File: config.mk
export PLATFORM = sky130hd
export DESIGN_NAME = dual_stack_shared_memory_unit
export DESIGN_NICKNAME = d
export VERILOG_FILES = /design/src/rtl/dsm_pkg.sv /design/src/rtl/dsm_ctrl.sv /design/src/rtl/dsm_datapath.sv /design/src/rtl/dual_stack_shared_memory_unit.sv
export SDC_FILE = /design/constraint.sdc
export NUM_CORES = 2
export LEC_CHECK = 0
export BUFFER_PORTS_ARGS = -buffer_cell sky130_fd_sc_hd__buf_2
export CAP_MARGIN = 10
export CORE_ASPECT_RATIO = 0.5
export CORE_MARGIN = 4
export CORE_UTILIZATION = 30
export CTS_CLUSTER_SIZE = 16
export DETAILED_ROUTE_END_ITERATION = 8
export SYNTH_ARGS = -nofsm -noshare
export SYNTH_HDL_FRONTEND = slang
export SYNTH_SLANG_ARGS = --single-unit
File: constraint.sdc
create_clock -name clk -period 7 [get_ports clk]
set_clock_uncertainty 0.15 [all_clocks]
set_input_delay 0.35 -clock clk [delete_from_list [all_inputs] [get_ports clk]]
set_output_delay 0.35 -clock clk [all_outputs]
set_load 0.01 [all_outputs]
File: src/rtl/dsm_pkg.sv
// Shared types and codes for the dual stack shared memory unit.
package dsm_pkg;

  localparam int unsigned WordW = 32;
  localparam int unsigned FillW = 8;

  typedef enum logic [2:0] {
    CMD_PUSH_ONE = 3'd0,
    CMD_PUSH_TWO = 3'd1,
    CMD_POP_ONE  = 3'd2,
    CMD_POP_TWO  = 3'd3,
    CMD_PEEK_ONE = 3'd4,
    CMD_PEEK_TWO = 3'd5
  } cmd_code_t;

  typedef enum logic [1:0] {
    ST_OK        = 2'd0,
    ST_OVERFLOW  = 2'd1,
    ST_UNDERFLOW = 2'd2
  } status_code_t;

  // controller to datapath
  typedef struct packed {
    logic accept;   // request taken: update pointers, start memory access
    logic capture;  // read data ready: load the result register
  } dsm_ctl_t;

endpackage

File: src/rtl/dsm_ctrl.sv
// Request sequencer for the dual stack shared memory unit.
module dsm_ctrl
  import dsm_pkg::*;
(
  input  logic     clk,
  input  logic     rst,
  input  logic     in_valid,
  output logic     in_stall,
  output logic     out_valid,
  input  logic     out_stall,
  output dsm_ctl_t ctl
);

  typedef enum logic [2:0] {
    S_IDLE  = 3'b001,
    S_FETCH = 3'b010,
    S_DONE  = 3'b100
  } state_t;

  state_t state;
  state_t state_next;

  always_ff @(posedge clk) begin
    if (rst) begin
      state <= S_IDLE;
    end else begin
      state <= state_next;
    end
  end

  always_comb begin
    state_next  = state;
    ctl.accept  = 1'b0;
    ctl.capture = 1'b0;
    case (state)
      S_IDLE: begin
        if (in_valid && !rst) begin
          ctl.accept = 1'b1;
          state_next = S_FETCH;
        end
      end
      S_FETCH: begin
        ctl.capture = 1'b1;
        state_next  = S_DONE;
      end
      S_DONE: begin
        if (!out_stall) begin
          state_next = S_IDLE;
        end
      end
      default: begin
        state_next = S_IDLE;
      end
    endcase
  end

  // no request is taken while reset is held
  assign in_stall  = rst || (state != S_IDLE);
  assign out_valid = (state == S_DONE);

endmodule

File: src/rtl/dsm_datapath.sv
// Stack pointers, shared word memory and result register.
module dsm_datapath
  import dsm_pkg::*;
#(
  parameter int unsigned DEPTH = 128
) (
  input  logic                    clk,
  input  logic                    rst,
  input  dsm_ctl_t                ctl,
  input  logic [2:0]              cmd,
  input  logic signed [WordW-1:0] push_value,
  output logic signed [WordW-1:0] result_value,
  output logic [1:0]              status,
  output logic [FillW-1:0]        fill_one,
  output logic [FillW-1:0]        fill_two
);

  localparam int unsigned AW = $clog2(DEPTH);
  localparam int unsigned CW = $clog2(DEPTH + 1);
  localparam logic [CW-1:0] TopCount = CW'(DEPTH);

  logic [WordW-1:0] mem [DEPTH];
  logic [WordW-1:0] rd_data;

  logic [CW-1:0] lower_count;
  logic [CW-1:0] lower_count_next;
  logic [CW-1:0] upper_boundary;
  logic [CW-1:0] upper_boundary_next;

  logic          full;
  logic          one_empty;
  logic          two_empty;
  logic          wr_en;
  logic          rd_en;
  logic [CW-1:0] wr_ptr;
  logic [CW-1:0] rd_ptr;
  logic [1:0]    stat_next;
  logic [1:0]    stat_held;
  logic          has_word;
  logic          has_word_next;

  logic [CW+FillW-1:0] fill_one_ext;
  logic [CW+FillW-1:0] fill_two_ext;

  assign full      = (lower_count >= upper_boundary);
  assign one_empty = (lower_count == '0);
  assign two_empty = (upper_boundary >= TopCount);

  always_comb begin
    lower_count_next    = lower_count;
    upper_boundary_next = upper_boundary;
    wr_en               = 1'b0;
    rd_en               = 1'b0;
    wr_ptr              = lower_count;
    rd_ptr              = upper_boundary;
    stat_next           = ST_OK;
    has_word_next       = 1'b0;
    case (cmd)
      CMD_PUSH_ONE: begin
        if (full) begin
          stat_next = ST_OVERFLOW;
        end else begin
          wr_en            = 1'b1;
          wr_ptr           = lower_count;
          lower_count_next = lower_count + 1'b1;
        end
      end
      CMD_PUSH_TWO: begin
        if (full) begin
          stat_next = ST_OVERFLOW;
        end else begin
          wr_en               = 1'b1;
          wr_ptr              = upper_boundary - 1'b1;
          upper_boundary_next = upper_boundary - 1'b1;
        end
      end
      CMD_POP_ONE: begin
        if (one_empty) begin
          stat_next = ST_UNDERFLOW;
        end else begin
          rd_en            = 1'b1;
          has_word_next    = 1'b1;
          rd_ptr           = lower_count - 1'b1;
          lower_count_next = lower_count - 1'b1;
        end
      end
      CMD_POP_TWO: begin
        if (two_empty) begin
          stat_next = ST_UNDERFLOW;
        end else begin
          rd_en               = 1'b1;
          has_word_next       = 1'b1;
          rd_ptr              = upper_boundary;
          upper_boundary_next = upper_boundary + 1'b1;
        end
      end
      CMD_PEEK_ONE: begin
        if (one_empty) begin
          stat_next = ST_UNDERFLOW;
        end else begin
          rd_en         = 1'b1;
          has_word_next = 1'b1;
          rd_ptr        = lower_count - 1'b1;
        end
      end
      CMD_PEEK_TWO: begin
        if (two_empty) begin
          stat_next = ST_UNDERFLOW;
        end else begin
          rd_en         = 1'b1;
          has_word_next = 1'b1;
          rd_ptr        = upper_boundary;
        end
      end
      default: begin
        stat_next = ST_OK;
      end
    endcase
  end

  always_ff @(posedge clk) begin
    if (ctl.accept && wr_en) begin
      mem[wr_ptr[AW-1:0]] <= $unsigned(push_value);
    end
    if (ctl.accept && rd_en) begin
      rd_data <= mem[rd_ptr[AW-1:0]];
    end
  end

  always_ff @(posedge clk) begin
    if (rst) begin
      lower_count    <= '0;
      upper_boundary <= TopCount;
    end else if (ctl.accept) begin
      lower_count    <= lower_count_next;
      upper_boundary <= upper_boundary_next;
    end
  end

  always_ff @(posedge clk) begin
    if (ctl.accept) begin
      stat_held <= stat_next;
      has_word  <= has_word_next;
    end
  end

  // counters already hold the post-request values at capture time
  assign fill_one_ext = {{FillW{1'b0}}, lower_count};
  assign fill_two_ext = {{FillW{1'b0}}, TopCount - upper_boundary};

  always_ff @(posedge clk) begin
    if (ctl.capture) begin
      result_value <= has_word ? $signed(rd_data) : '0;
      status       <= stat_held;
      fill_one     <= fill_one_ext[FillW-1:0];
      fill_two     <= fill_two_ext[FillW-1:0];
    end
  end

endmodule

File: src/rtl/dual_stack_shared_memory_unit.sv
// Top level: two stacks sharing one word memory, sequencer plus datapath.
//
//  channel  | handshake            | payload
//  ---------+----------------------+----------------------------------------
//  request  | in_valid / in_stall  | cmd, push_value
//  result   | out_valid / out_stall| result_value, status, fill_one, fill_two
//
// A request is handled in order: accept (pointer update, memory access),
// read data capture into the result register, then the result is offered.
// Capture is a state of its own because the memory read is synchronous.
// Reset empties both stacks and holds in_stall high; memory is left as is.
// in_stall stays high from acceptance until the result is taken; a stalled
// result holds.
module dual_stack_shared_memory_unit
  import dsm_pkg::*;
#(
  parameter int unsigned DEPTH = 128
) (
  input  logic                    clk,
  input  logic                    rst,
  input  logic                    in_valid,
  output logic                    in_stall,
  input  logic [2:0]              cmd,
  input  logic signed [WordW-1:0] push_value,
  output logic                    out_valid,
  input  logic                    out_stall,
  output logic signed [WordW-1:0] result_value,
  output logic [1:0]              status,
  output logic [FillW-1:0]        fill_one,
  output logic [FillW-1:0]        fill_two
);

  dsm_ctl_t ctl;

  dsm_ctrl u_ctrl (
    .clk       (clk),
    .rst       (rst),
    .in_valid  (in_valid),
    .in_stall  (in_stall),
    .out_valid (out_valid),
    .out_stall (out_stall),
    .ctl       (ctl)
  );

  dsm_datapath #(
    .DEPTH (DEPTH)
  ) u_datapath (
    .clk          (clk),
    .rst          (rst),
    .ctl          (ctl),
    .cmd          (cmd),
    .push_value   (push_value),
    .result_value (result_value),
    .status       (status),
    .fill_one     (fill_one),
    .fill_two     (fill_two)
  );

endmodule
Yosys cells after proc, flatten, opt, wreduce, memory -nomap -nowiden
Memories as Yosys holds them, arrays and structs flattened. A register that Yosys moved wholly into a read port is not among the register bits.
Index checks and enable logic that the tools add are counted.
{ "totals": {"regBits": 72, "ram_bits": 4096, "input_bits": 39, "out_inout_bits": 52, "mem_count": 1} }
{ "mem_list": {"columns": ["name", "depth", "width", "rd", "rd_clocked_by_memory_dff", "wr", "line_no", "rtl"], "rows": [
  ["u_datapath.mem", 128, 32, 1, 1, 1, "dsm_datapath.sv:22", "logic [WordW-1:0] mem [DEPTH];"]
]} }
{ "classes": {"addsub": 5, "magnitude_cmp": 2, "n_eq_ne": 15, "mux": 27, "reduce_logical": 15} }
{ "op_table": {"columns": ["cell", "count"], "rows": [
  ["two-way mux 8 bit", 4],
  ["one-hot mux 8 bit (2 select lines)", 2],
  ["two-way mux 7 bit", 4],
  ["adder 8 x 1 -> 8 bit, second input constant", 2],
  ["subtractor 8 x 1 -> 8 bit, second input constant", 2],
  ["two-way mux 1 bit", 10],
  ["!= test 2 bit, second input constant", 5],
  ["== test 3 x 2 -> 1 bit, second input constant", 3],
  ["== test 3 bit, second input constant", 3],
  ["one-hot mux 3 bit (3 select lines)", 1],
  [">= comparator 8 bit", 1],
  [">= comparator 8 bit, second input constant", 1],
  ["zero test 8 bit", 1],
  ["AND reduction 4 bit", 2],
  ["subtractor 8 bit, first input constant", 1],
  ["== test 3 x 1 -> 1 bit, second input constant", 2],
  ["two-way mux 3 bit", 2],
  ["one-hot mux 2 bit (3 select lines)", 1],
  ["OR reduction 2 bit", 3],
  ["two-way mux 2 bit", 2],
  ["nonzero test 2 bit", 2],
  ["logical AND 1 bit", 3],
  ["zero test 3 bit", 1],
  ["!= test 3 x 1 -> 1 bit, second input constant", 1],
  ["5 further kinds", 5]
]} }

Depth between registers and ports, before layout
{ "logic_depth": {"word_depth": 7, "ltp_mapped": 18} }

By module
Synthesis repeated with hierarchy kept, for this count alone.
{ "hier_totals": {"hier_cells": 10535, "area_unflattened_um2": 166870.0} }
{ "modules_own_cells": {"columns": ["module", "n_inst", "cells_each", "area_each_um2", "seq_area_each_um2"], "rows": [
  ["dsm_datapath", 1, 10518, 166707.4, 125870.7],
  ["dsm_ctrl", 1, 17, 162.7, 60.1]
]} }

Least setup slack after synthesis
No wires, ideal clock.
{ "synth_timing": {"path_type": "register to register", "from": "register u_datapath.lower_count[0]", "to": "memory u_datapath.mem[110][0], enable pin", "setup_ns": 0.421, "arrival_time_ns": 4.478, "required_ns": 6.429, "path_slack_ns": 1.951, "path_stages_with_launch": 14, "path_buffers": 2, "period_less_slack_ns": 5.049, "cell_sequence": "dfxtp_1 clkbuf_1 inv_1 ha_1 nand2b_1 a21o_1 a21o_1 a21oi_1 o21ai_0 nor4_1 inv_1 or2_2 clkbuf_1 nor2_1"} }
{ "synth_via": {"elab_chain_cells": 6} }
{ "synth_lines": {"columns": ["item", "line_no", "rtl"], "rows": [
  ["start, declared", "dsm_datapath.sv:25", "logic [CW-1:0] lower_count;"],
  ["start signal, assigned", "dsm_datapath.sv:135", "lower_count <= lower_count_next;"],
  [">= comparator 8 bit", "dsm_datapath.sv:45", "assign full = (lower_count >= upper_boundary);"],
  ["two-way mux 1 bit", "dsm_datapath.sv:60, dsm_datapath.sv:69", null],
  ["two-way mux 1 bit", null, null],
  ["logical AND 1 bit", "dsm_datapath.sv:122", "if (ctl.accept && wr_en) begin"],
  ["two-way mux 1 bit", "dsm_datapath.sv:122", null],
  ["two-way mux 1 bit (not written as such)", "dsm_datapath.sv:123", "mem[wr_ptr[AW-1:0]] <= $unsigned(push_value);"],
  ["end, declared", "dsm_datapath.sv:22", null]
]} }
Several ways; a longest one is shown, not always the timed one.

Worst setup path after layout
{ "layout_timing": {"from": "register u_datapath.lower_count[1]", "to": "register u_datapath.rd_data[5] (read register of u_datapath.mem) (data pin)"} }
{ "layout_via": {"elab_chain_cells": 4} }
{ "layout_lines": {"columns": ["item", "line_no", "rtl"], "rows": [
  ["parallel branches: the longest is 4 deep, another holds subtractor 8 x 1 -> 8 bit", null, null],
  ["end, declared", "dsm_datapath.sv:23", "logic [WordW-1:0] rd_data;"]
]} }
Several ways; the timed one is not identified.
A chain may end at the register's enable or synchronous reset.

==> flow_metrics.tcl <==
set metrics [dict create \
    synthSimpleGateAreaFrac 0.158 \
    clkTransAtPathRegs_ns 0.06 \
    num_rows 192 \
    cp.required_ns 7.50 \
    drc 0 \
    area_growth_pct 14.9 \
    timing.final.max_slew_violations 0 \
    initialDrtViolationCount 16379 \
    ios 91 \
    vdd_drop_max_mv 0.208 \
    cts_root_buffer "clkbuf_16" \
    crit_fanout 21 \
    rrSetupSlack_ns 0.60 \
    async_flop_share 0 \
    period_share 0.914 \
    slew_headroom 0.0794 \
    grt_start_max_net_pins 163 \
    wl_per_cell_um 25.9 \
    hold_viol_final 0 \
    fin_util 0.346 \
    fin_nets 12540 \
    synth_cell_types 76 \
    core_mm2 0.547 \
    cts_buffers 409 \
    syn_area_mm2 0.165 \
    layout_common_cells "edfxtp_1, nand2_1, nand3_1" \
    firstDrtPassIters 6 \
    cts_hold_buffers 41 \
    start_util 0.301 \
    dieArea_mm2 0.562 \
    min_to "u_ctrl.state[1]$_SDFFE_PP0P_" \
    gr-total-overflow 0 \
    crit_slowest_cell "nor4_1" \
    cts_tree "done" \
    hold_path.class "input port to flop" \
    synth_fp_nets 12393 \
    synth-adder-area-share 0.000911 \
    globalplace.congestion 0.888 \
    gr-usage-all-layers 0.176 \
    crit_path_end_kind "flop" \
    clock_latency_ns 0.98 \
    wirelength_mm 521 \
    port_buffers 90 \
    status "complete, no violations" \
    r2r_end "u_datapath.rd_data[5]$_DFFE_PP_" \
    maxCapViolCount 0 \
    setup_viol 0 \
    avgSynthCellArea_um2 13.3 \
    synth_top_family_by_area "simple AND/OR/NAND/NOR gates" \
    post_cts_buffers 0 \
    die-height_um 532 \
    crit_type "flop to flop" \
    ctsResizeCount 0 \
    rsz0062_at_grt "false" \
    hp-start "in_valid" \
    fillers 52187 \
    finalPower_uw 51600 \
    grt_pass1_wl_mm 737 \
    arrival_ns 6.89 \
    reg2reg_depth 13 \
    clockBufferDepth 4 \
    max_stage_delay_ns 1.18 \
    clock.fmax_ghz 0.156 \
    synth_edf_count 4181 \
    synth_xor_area_frac 0.00123 \
    final_common_cell "edfxtp_1" \
    power_density_mw_per_mm2 272 \
    die_x_mm 1.06 \
    ant_nets 0 \
    min_period_ns 6.40 \
    cp-start-kind "flop" \
    leakagePower_uw 0.0626 \
    synth-seq-cells 4200 \
    htreeDepth 5 \
    ys_warn_count 0 \
    ys.flop_type "edfxtp_1" \
    reg2reg_from "u_datapath.lower_count[1]$_SDFFE_PP0P_" \
    holdPathStages 5 \
    num_vias 107221 \
    antenna_found_initial 54 \
    synth_compound_area_frac 0.0442 \
    synthMuxAreaShare 0.00906 \
    synthCells 12342 \
    yosysSeqAreaShare 0.764 \
    finalInstanceArea_mm2 0.189 \
    worstSetupStartpoint "u_datapath.lower_count[1]$_SDFFE_PP0P_" \
    dp_hpwl_mm 302 \
    cts.sink_count 4200 \
    worst_pin_slew_ns 1.38 \
    timing.setup.tns_ns 0 \
    vias_per_cell 5.33 \
    place_area_mm2 0.176 \
    drive_gt1_frac 0.0972 \
    grt_pass1_vias 100387 \
    crit_chain "inv_1, ha_1, or3b_1, a32oi_1, o211ai_1, buf_4, nand2b_4, nor2b_2, buf_4, nand3_1, nand3_1, nor4_1, o311ai_1" \
]
[worst max-delay path: cells and delay by family, from the launching register on]
family                     cells  cell delay [ns]
and+or+nand+nor                6             2.77
AOI/OAI and AO/OA              3             1.44
buffers and inverters          3             0.82
DFF                            1             0.55
adders and majority gates      1             0.30
[cell usage after synthesis (7+ instances only)]
cell       number  area share
a21oi_1       460       0.014
a221oi_1       32      0.0017
a22oi_1        45      0.0021
a311o_1         7     0.00043
a311oi_1        7     0.00037
a31oi_1       157      0.0060
a32oi_1       103      0.0055
and2_1         39      0.0015
and3_1         72      0.0027
buf_1          92      0.0021
buf_2         340       0.010
buf_4          48      0.0022
buf_6           9     0.00062
clkbuf_1      304      0.0069
dfxtp_1        19      0.0023
edfxtp_1     4181        0.76
ha_1           12     0.00091
inv_1          20     0.00046
mux2i_1       148      0.0090
nand2_1      3703       0.084
nand2b_1        9     0.00034
nand3_1      1714       0.052
nand4_1       146      0.0055
nor2_1        170      0.0039
nor2b_1         9     0.00034
nor3_1         26     0.00079
nor4_1         78      0.0030
o2111ai_1      52      0.0028
o211ai_1        8     0.00036
o21ai_0        48      0.0015
o22a_1         52      0.0028
o22ai_1        64      0.0024
o311ai_1       19      0.0010
o31a_1         19      0.0010
or2_2           8     0.00030
or3_1          10     0.00038
or4_1          21     0.00096
xnor2_1        14     0.00074
[cell type report]
class / count / area (µm²) / share of cell area
clock inverter: 251 / 2380 / 0.0126
tap: 7275 / 9100 / 0.0481
multi-input combinational: 7327 / 36400 / 0.192
timing repair buffer: 529 / 4680 / 0.0247
clock buffer: 495 / 10700 / 0.0567
sequential: 4200 / 126000 / 0.665
inverter: 22 / 82.6 / 0.000436
antenna: 18 / 45.0 / 0.000238
[where the power goes]
group          internal [µW]  switching (µW)  leakage (µW)  total (µW)
Clock                  12400            9490       0.00639       21900
Sequential             27700            11.4        0.0377       27700
Combinational            415            1560        0.0185        1980
[stage by stage]
step / cells / hold WS, ns / setup slack [ns]
2_1_floorplan: 12342 / 0.250 / 1.95
3_3_place_gp: 19303 / 0.258 / 0.307
3_5_place_dp: 19308 / 0.260 / 0.801
4_1_cts: 20095 / 0.127 / 0.781
6_report: 20117 / 0.181 / 0.602
5_1_grt: 20102 / 0.210 / 0.529
[how the worst max path moves through the flow]
stage	to	slack (ns)
2_1_floorplan	u_datapath.mem[110][0]$_DFFE_PP_	1.95
3_3_place_gp	u_datapath.rd_data[18]$_DFFE_PP_	0.31
3_5_place_dp	u_datapath.rd_data[5]$_DFFE_PP_	0.80
4_1_cts	u_datapath.rd_data[5]$_DFFE_PP_	0.78
5_1_grt	u_datapath.rd_data[5]$_DFFE_PP_	0.53
6_report	u_datapath.rd_data[5]$_DFFE_PP_	0.60
[logic make-up after synthesis]
group,Yosys count
and+or+nand+nor,6029
DFF,4200
AOI/OAI and AO/OA,1116
buffers and inverters,815
muxes,149
xor gates and xnor gates,21
adders and majority gates,12
[metal layers]
metal,GRT usage,up-vias,part of all wire
met1,0.244,54434,0.40
met3,0.0347,852,0.11
li1,-,45809,-
met2,0.273,6108,0.45
met5,0,-,0.00022
met4,0.0674,18,0.042
[registers in the layout, indices dropped and copies added, names as in the netlist]
register,flops
u_datapath.fill_one,8
u_datapath.lower_count,8
u_datapath.fill_two,8
u_datapath.mem,4096
u_datapath.status,2
u_ctrl.state,3
u_datapath.upper_boundary,8
u_datapath.result_value,32
u_datapath.stat_held,2
u_datapath.has_word,1
u_datapath.rd_data,32
No activity file was read; power rests on OpenSTA's default activity.
